==> config.mk <==
export PLATFORM = sky130hd
export DESIGN_NAME = fccm_ctrl
export DESIGN_NICKNAME = d
export VERILOG_FILES = /design/src/sv/fccm_pkg.sv /design/src/sv/fccm_ctrl.sv
export SDC_FILE = /design/constraint.sdc
export NUM_CORES = 1
export LEC_CHECK = 0
export BUFFER_PORTS_ARGS = -buffer_cell sky130_fd_sc_hd__buf_2
export CORE_ASPECT_RATIO = 0.9
export CORE_UTILIZATION = 45
export DETAILED_ROUTE_END_ITERATION = 10
export HOLD_SLACK_MARGIN = 0.06
export MAX_ROUTING_LAYER = met4
export PLACE_DENSITY_LB_ADDON = 0.15
export SETUP_SLACK_MARGIN = 0.5
export SLEW_MARGIN = 20
export SYNTH_ARGS = -nofsm -noshare
export SYNTH_HDL_FRONTEND = slang
export SYNTH_SLANG_ARGS = --single-unit
==> constraint.sdc <==
create_clock -name clock -period 1.51 [get_ports clock]
set_input_delay 0.151 -clock clock [delete_from_list [all_inputs] [get_ports clock]]
set_output_delay 0.151 -clock clock [all_outputs]
set_load 0.02 [all_outputs]
==> src/sv/fccm_pkg.sv <==
// Shared types and constants for the cluster chain manager.
`timescale 1ns / 1ps

package fccm_pkg;

   localparam int unsigned ENTRY_W = 28;
   localparam int unsigned LEN_W   = 13;

   // End-of-chain marker; any entry at or above it closes a chain
   localparam logic [ENTRY_W-1:0] END_OF_CHAIN = 28'h FFFFFF8;
   localparam logic [ENTRY_W-1:0] MIN_CLUSTER  = 28'd2;
   localparam logic [LEN_W-1:0]   ENTRIES_RESET = 13'd4096;

   // Request function codes
   localparam logic [1:0] FUNC_READ  = 2'd0;
   localparam logic [1:0] FUNC_WRITE = 2'd1;
   localparam logic [1:0] FUNC_ALLOC = 2'd2;
   localparam logic [1:0] FUNC_FREE  = 2'd3;

   // Response status codes
   localparam logic [1:0] ST_OK    = 2'd0;
   localparam logic [1:0] ST_SPACE = 2'd1;
   localparam logic [1:0] ST_RANGE = 2'd2;

   // Table write source select
   localparam logic [2:0] WR_VALUE = 3'd0;
   localparam logic [2:0] WR_EOC   = 3'd1;
   localparam logic [2:0] WR_ZERO  = 3'd2;
   localparam logic [2:0] WR_LINK  = 3'd3;
   localparam logic [2:0] WR_CLEAR = 3'd4;

   // Cluster pointer update
   localparam logic [1:0] CUR_HOLD = 2'd0;
   localparam logic [1:0] CUR_INC  = 2'd1;
   localparam logic [1:0] CUR_NEXT = 2'd2;

   // Result value select
   localparam logic [1:0] RES_ZERO  = 2'd0;
   localparam logic [1:0] RES_DATA  = 2'd1;
   localparam logic [1:0] RES_FIRST = 2'd2;
   localparam logic [1:0] RES_CUR   = 2'd3;

   // Controller to datapath commands
   typedef struct packed {
      logic       ld_req;
      logic       clr_step;
      logic       mem_rd;
      logic       mem_we;
      logic [2:0] wr_sel;
      logic [1:0] cur_op;
      logic       first_ld;
      logic       prev_ld;
      logic       remain_dec;
      logic       res_ld;
      logic [1:0] res_sel;
      logic [1:0] st_code;
      logic       out_ld;
   } fccm_cmd_type;

   // Datapath to controller status
   typedef struct packed {
      logic [1:0] func;
      logic       oob;
      logic       not_cluster;
      logic       len_zero;
      logic       data_zero;
      logic       first_zero;
      logic       remain_one;
      logic       clear_last;
      logic       rsp_busy;
   } fccm_sts_type;

endpackage

==> src/sv/fccm_ctrl.sv <==
// Controller state machine for the cluster chain manager.
`timescale 1ns / 1ps

module fccm_ctrl import fccm_pkg::*; (
   input  logic         clock,
   input  logic         reset,
   input  logic         req_valid,
   output logic         req_stall,
   input  fccm_sts_type sts,
   output fccm_cmd_type cmd
);

   localparam logic [3:0] S_CLEAR    = 4'd0;
   localparam logic [3:0] S_IDLE     = 4'd1;
   localparam logic [3:0] S_START    = 4'd2;
   localparam logic [3:0] S_RD_DATA  = 4'd3;
   localparam logic [3:0] S_SCAN     = 4'd4;
   localparam logic [3:0] S_SCAN_CHK = 4'd5;
   localparam logic [3:0] S_LINK     = 4'd6;
   localparam logic [3:0] S_WALK     = 4'd7;
   localparam logic [3:0] S_WALK_CHK = 4'd8;
   localparam logic [3:0] S_RESP     = 4'd9;

   logic [3:0] state_ff;
   logic [3:0] state_in;

   // Only idle takes a new request
   assign req_stall = (state_ff != S_IDLE);

   // Next state and commands
   always_comb begin
      state_in = state_ff;
      cmd      = '0;
      unique case (state_ff)
         S_CLEAR: begin
            cmd.clr_step = 1'b1;
            cmd.mem_we   = 1'b1;
            cmd.wr_sel   = WR_CLEAR;
            if (sts.clear_last) begin
               state_in = S_IDLE;
            end
         end
         S_IDLE: begin
            if (req_valid) begin
               cmd.ld_req = 1'b1;
               state_in   = S_START;
            end
         end
         S_START: begin
            unique case (sts.func)
               FUNC_READ: begin
                  if (sts.oob) begin
                     cmd.res_ld  = 1'b1;
                     cmd.res_sel = RES_ZERO;
                     cmd.st_code = ST_RANGE;
                     state_in    = S_RESP;
                  end else begin
                     cmd.mem_rd = 1'b1;
                     state_in   = S_RD_DATA;
                  end
               end
               FUNC_WRITE: begin
                  cmd.res_ld  = 1'b1;
                  cmd.res_sel = RES_ZERO;
                  if (sts.oob) begin
                     cmd.st_code = ST_RANGE;
                  end else begin
                     cmd.st_code = ST_OK;
                     cmd.mem_we  = 1'b1;
                     cmd.wr_sel  = WR_VALUE;
                  end
                  state_in = S_RESP;
               end
               FUNC_ALLOC: begin
                  if (sts.len_zero) begin
                     cmd.res_ld  = 1'b1;
                     cmd.res_sel = RES_ZERO;
                     cmd.st_code = ST_SPACE;
                     state_in    = S_RESP;
                  end else begin
                     state_in = S_SCAN;
                  end
               end
               default: begin
                  state_in = S_WALK;
               end
            endcase
         end
         S_RD_DATA: begin
            cmd.res_ld  = 1'b1;
            cmd.res_sel = RES_DATA;
            cmd.st_code = ST_OK;
            state_in    = S_RESP;
         end
         S_SCAN: begin
            if (sts.oob) begin
               // ran out of space; claimed clusters stay claimed
               cmd.res_ld  = 1'b1;
               cmd.res_sel = RES_ZERO;
               cmd.st_code = ST_SPACE;
               state_in    = S_RESP;
            end else begin
               cmd.mem_rd = 1'b1;
               state_in   = S_SCAN_CHK;
            end
         end
         S_SCAN_CHK: begin
            if (!sts.data_zero) begin
               cmd.cur_op = CUR_INC;
               state_in   = S_SCAN;
            end else begin
               cmd.mem_we = 1'b1;
               cmd.wr_sel = WR_EOC;
               if (sts.first_zero) begin
                  cmd.first_ld   = 1'b1;
                  cmd.prev_ld    = 1'b1;
                  cmd.cur_op     = CUR_INC;
                  cmd.remain_dec = 1'b1;
                  if (sts.remain_one) begin
                     cmd.res_ld  = 1'b1;
                     cmd.res_sel = RES_CUR;
                     cmd.st_code = ST_OK;
                     state_in    = S_RESP;
                  end else begin
                     state_in = S_SCAN;
                  end
               end else begin
                  state_in = S_LINK;
               end
            end
         end
         S_LINK: begin
            // previous cluster points at the new one
            cmd.mem_we     = 1'b1;
            cmd.wr_sel     = WR_LINK;
            cmd.prev_ld    = 1'b1;
            cmd.cur_op     = CUR_INC;
            cmd.remain_dec = 1'b1;
            if (sts.remain_one) begin
               cmd.res_ld  = 1'b1;
               cmd.res_sel = RES_FIRST;
               cmd.st_code = ST_OK;
               state_in    = S_RESP;
            end else begin
               state_in = S_SCAN;
            end
         end
         S_WALK: begin
            if (sts.not_cluster) begin
               cmd.res_ld  = 1'b1;
               cmd.res_sel = RES_ZERO;
               cmd.st_code = ST_OK;
               state_in    = S_RESP;
            end else if (sts.oob) begin
               cmd.res_ld  = 1'b1;
               cmd.res_sel = RES_ZERO;
               cmd.st_code = ST_RANGE;
               state_in    = S_RESP;
            end else begin
               cmd.mem_rd = 1'b1;
               state_in   = S_WALK_CHK;
            end
         end
         S_WALK_CHK: begin
            cmd.mem_we = 1'b1;
            cmd.wr_sel = WR_ZERO;
            cmd.cur_op = CUR_NEXT;
            state_in   = S_WALK;
         end
         S_RESP: begin
            if (!sts.rsp_busy) begin
               cmd.out_ld = 1'b1;
               state_in   = S_IDLE;
            end
         end
         default: begin
            state_in = S_IDLE;
         end
      endcase
   end

   // State register
   always_ff @(posedge clock) begin
      if (reset) begin
         state_ff <= S_CLEAR;
      end else begin
         state_ff <= state_in;
      end
   end

   // Clearing pass runs to its end before any request
   assert property (@(posedge clock) disable iff (reset)
      (state_ff == S_CLEAR && !sts.clear_last) |=> (state_ff == S_CLEAR))
      else $error("clearing pass left early");

   // Table is never written from idle
   assert property (@(posedge clock) disable iff (reset)
      (state_ff == S_IDLE) |-> !cmd.mem_we)
      else $error("table write while idle");

   // A result is loaded only after a finished request
   assert property (@(posedge clock) disable iff (reset)
      cmd.out_ld |-> $past(cmd.res_ld) || (state_ff == S_RESP))
      else $error("output loaded outside response state");

endmodule

==> results of run 1 <==
cell families after synthesis:
| family | count (synthesis) |
|---|---|
| AO/OA/AOI/OAI | 35 |
| buffers and inverters | 14 |
| flip-flops | 4 |
| multiplexers | 1 |
| AND/OR/NAND/NOR | 42 |
metrics by stage:
step           cells  cell area, um2  setup slack [ns]  TNS, ns  hold slack, ns
3_3_place_gp     147            1080            0.0922        0           0.394
3_5_place_dp     147            1080            0.0744        0           0.394
4_1_cts          160            1290           -0.0974   -0.233           0.148
2_1_floorplan     96             888             0.176        0           0.220
cells in the mapped netlist (2+ instances only):
master / number / share of area
nor3b_1: 2 / 0.021
nor2_1: 5 / 0.026
a211oi_1: 2 / 0.021
a21o_1: 2 / 0.021
nor3_1: 4 / 0.028
nor2b_1: 2 / 0.018
dfxtp_1: 4 / 0.11
nand2b_1: 2 / 0.018
or3_1: 3 / 0.026
nand2_1: 6 / 0.032
o311a_1: 2 / 0.028
o21ai_0: 8 / 0.056
o22ai_1: 2 / 0.018
or2b_1: 2 / 0.021
o211ai_1: 2 / 0.021
inv_1: 6 / 0.032
a21oi_1: 9 / 0.063
and3_1: 2 / 0.018
buf_2: 3 / 0.021
buf_4: 3 / 0.032
what timing repair did:
action                                 in CTS
endpoints found under the hold margin       0
setup endpoints to repair                  23
cloned                                      0
gates resized for setup                    36
pin swaps                                   4
buffers inserted                           10
==> flow_metrics.tcl, run 1 <==
set metrics [dict create \
    pin_count 32 \
    max-clock-path-buffers 2 \
    dpl.hpwl_um 1810 \
    failing_step "global routing (5_1_grt)" \
    yosys.area_share.adder 0 \
    synth-warning-count 0 \
    initial_core_util 0.488 \
    worst_ep_category "output port" \
    worstEndpointGrtRepair "cmd[0]" \
    synth_mux_area_frac 0.0158 \
    cts.sinks 4 \
    synth_compound_gate_area_share 0.356 \
    syn-num-nets 109 \
    syn-mean-instance-area_um2 7.44 \
    die_x_um 44 \
    gp_congestion 0.876 \
    cts-root-buf "clkbuf_4" \
    syn-instance-count 96 \
    post_cts_hold_buffer_count 0 \
    cts_buffers 3 \
    tool.error "[ERROR DPL-0033] detailed placement checks failed during check placement." \
    floorplan.die.height_um 39.8 \
    synth_cell_types 45 \
    maximum_number_of_pins_on_one_net_before_global_route_repair 13 \
    post_synth_xor_area_fraction 0 \
    synth-simple-area-share 0.398 \
    io_buffer_count 31 \
    ctsHtreeMaxLevel 1 \
    run_status "stopped before the end" \
    syn-cell-area_um2 714 \
    synth_top_flop_cell "dfxtp_1" \
    rows 13 \
    synth_top_family_by_area "simple AND/OR/NAND/NOR gates" \
    post_synth_edffs 0 \
    synth_seq_cells 4 \
    initial_antenna_violation_count 0 \
    synth_sequential_area_ratio 0.112 \
    synth-async-reset-ratio 0 \
]
==> inputs of run 2 (changes only) <==
--- a/config.mk
+++ b/config.mk
@@ -6,13 +6,10 @@
 export NUM_CORES = 1
 export LEC_CHECK = 0
 export BUFFER_PORTS_ARGS = -buffer_cell sky130_fd_sc_hd__buf_2
-export CORE_ASPECT_RATIO = 0.9
-export CORE_UTILIZATION = 45
+export CORE_AREA = 2 2 63 65
 export DETAILED_ROUTE_END_ITERATION = 10
-export HOLD_SLACK_MARGIN = 0.06
-export MAX_ROUTING_LAYER = met4
+export DIE_AREA = 0 0 65 67
 export PLACE_DENSITY_LB_ADDON = 0.15
-export SETUP_SLACK_MARGIN = 0.5
 export SLEW_MARGIN = 20
 export SYNTH_ARGS = -nofsm -noshare
 export SYNTH_HDL_FRONTEND = slang
==> run 2 against run 1 <==
The flow now finishes, with violations (setup timing). Area after synthesis unchanged. Synthesized cell count unchanged.
==> flow_metrics.tcl, run 2 <==
set metrics [dict create \
    timing.final.ws_setup_ns -0.0694 \
    worst-r2r-setup-slack_ns 0.06 \
    initial_antenna_violation_count 0 \
    endpoint "cmd[2]" \
    worst_setup_path_type "register to output port" \
    antennaDiodeCount 0 \
    placement.cell_area_mm2 0.00106 \
    max_clock_freq_mhz 633 \
    multi_input_area_um2 654 \
    initial_core_util 0.198 \
    wl_per_cell_um 13.7 \
    insertion_delay_ns 0.21 \
    layout.area.seq_um2 92.6 \
    synth.most_common_cell "a21oi_1" \
    r2r-start "state_ff[1]$_SDFFE_PP0P_" \
    rsz_0062_raised_after_global_routing "true" \
    numPlacedInstances 191 \
    layout.cells.non_filler 201 \
    synth_cell_types 45 \
    rows 22 \
    die_x_um 65 \
    drc 0 \
    cts_tree "done" \
    groute.usage.overall 0.128 \
    io_buffer_count 31 \
    synth_commonest_cells "a21oi_1, o21ai_0, inv_1, nand2_1, nor2_1" \
    startpoint "state_ff[0]$_SDFFE_PP0P_" \
    cts-root-buf "clkbuf_8" \
    yosys.area.top_type_share 0.112 \
    timing_hold_violations_final 0 \
    largest_registers "state_ff: 4 flops" \
    n_fill_cell 400 \
    grt_overflow 0 \
    die_area_mm2 0.00436 \
    final_setup_violation_count 5 \
    post_route_cells_drive_above_1_share 0.641 \
    final_max_slew_viol_count 0 \
    period_share 1.05 \
    syn-num-nets 109 \
    maximum_number_of_pins_on_one_net_before_global_route_repair 12 \
    synth_sequential_area_ratio 0.112 \
    ctsHtreeMaxLevel 1 \
    gp_congestion 0.790 \
    critical_path_peak_fanout 8 \
    post_drt_via_cell_ratio 4.62 \
    maxCapViolations 0 \
    synthToLayoutAreaGrowth_pct 88.4 \
    synth_seq_cells 4 \
    synth-async-reset-ratio 0 \
    synth_top_flop_cell "dfxtp_1" \
    largest_register_ff_count 4 \
    cts.sinks 4 \
    layout.nets 168 \
    drt_first_pass_iters 4 \
    most_common_cell_after_layout_fill_and_taps_aside "buf_4" \
    critical_path.reg2reg.endpoint "state_ff[0]$_SDFFE_PP0P_" \
    synth-warning-count 0 \
    final.setup_skew_ns 0.00282 \
    power_density_mw_per_mm2 660 \
    final_cell_mix "buf_4, buf_2, a21oi_1, buf_6" \
    clkTransAtPathRegs_ns 0.03 \
    fin_tns_setup_ns -0.181 \
    dpl.hpwl_um 2140 \
    drt_iter0_markers 21 \
    global_route_wire_length_before_repair_um 4400 \
    syn-instance-count 96 \
    final_antenna_net_count 0 \
    syn-cell-area_um2 714 \
    hp-class "input port to register" \
    timing.max_slew.rel_slack 0.740 \
    yosys.area.top_type "dfxtp_1" \
    post-route-min-period_ns 1.58 \
    r2r.worst_path.cells 6 \
    run_status "finished with violations" \
    syn-mean-instance-area_um2 7.44 \
    fin_area_mm2 0.00135 \
    cts_buffers 3 \
    floorplan.die.height_um 67 \
    violations "setup timing" \
    synth_top_cells_by_area "dfxtp_1, a21oi_1, o21ai_0" \
    finalWirelength_um 2750 \
    core_area_mm2 0.00361 \
    pin_count 32 \
    required_ns 1.36 \
    vias_in_the_first_global_route 978 \
    cp_data_arrival_time_ns 1.43 \
    hold_ws_ns 0.187 \
    max_slew.worst_pin.slew_ns 0.386 \
    post_synth_edffs 0 \
    register_ranked_first_by_flip_flop_count "state_ff" \
    power.static_leakage_nw 0.601 \
    peakVddDrop_v 0.000273 \
    num_vias 928 \
    setup.worst_path.start_class "register" \
    max-clock-path-buffers 2 \
    critical_path.endpoint_type "output port" \
]
run 2: cell counts after synthesis:
Identical to the previous run, type by type.
run 2: critical path, cell delays in order, from the launching register on:
cell,delay (ns)
dfxtp_4,0.38
buf_6,0.13
or3_4,0.34
o21ai_1,0.07
and3_1,0.17
buf_6,0.12
run 2: cell families after synthesis:
group | count (synthesis) | share of synthesized area
AOI/OAI and AO/OA | 35 | 0.355
DFF | 4 | 0.112
buffers and inverters | 14 | 0.119
muxes | 1 | 0.0158
and+or+nand+nor | 42 | 0.398
run 2: area by class of cell:
cell class,instances,area share
inverters,6,0.0167
well taps,48,0.0446
flip-flops and latches,4,0.0688
clock buffers,3,0.0307
repair buffers,62,0.353
multi-input cells,78,0.486
run 2: metal layers:
layer	global-route usage	part of all wire	up-vias
met5	0	0	-
met4	0.0399	0	0
met3	0.0203	0.044	0
met2	0.227	0.51	18
met1	0.158	0.45	437
li1	-	-	473
run 2: worst min path at each step:
stage | from | to | depth (start not counted)
floorplan | reset | state_ff[3]$_SDFFE_PP0P_ | 1
global placement | reset | state_ff[3]$_SDFFE_PP0P_ | 2
detailed placement | reset | state_ff[3]$_SDFFE_PP0P_ | 2
CTS | reset | state_ff[3]$_SDFFE_PP0P_ | 2
global route | reset | state_ff[3]$_SDFFE_PP0P_ | 2
finish | reset | state_ff[3]$_SDFFE_PP0P_ | 2
run 2: through the flow:
step           setup WS (ns)   util  power, mW
3_5_place_dp         -0.0794  0.295      0.551
2_1_floorplan        0.00807      -      0.400
4_1_cts              -0.0779  0.336      0.825
3_3_place_gp         -0.0488  0.295      0.554
5_1_grt               -0.126  0.373      0.945
6_report             -0.0694  0.373      0.888
run 2: power breakdown:
part	leakage (nW)	total, mW	switching, mW	internal [mW]
registers	0.0352	0.149	0.0316	0.118
clock network	0.0216	0.220	0.0509	0.170
logic	0.544	0.519	0.248	0.270
total	0.601	0.888	0.331	0.558
run 2: repair_timing:
item                                    4_1_cts  5_1_grt
setup buffers                                 2        5
resized for setup                            32       25
pin swaps                                     6        5
endpoints found under the setup margin       22       17
hold buffers                                  0        0
No activity file was read; power rests on OpenSTA's default activity.
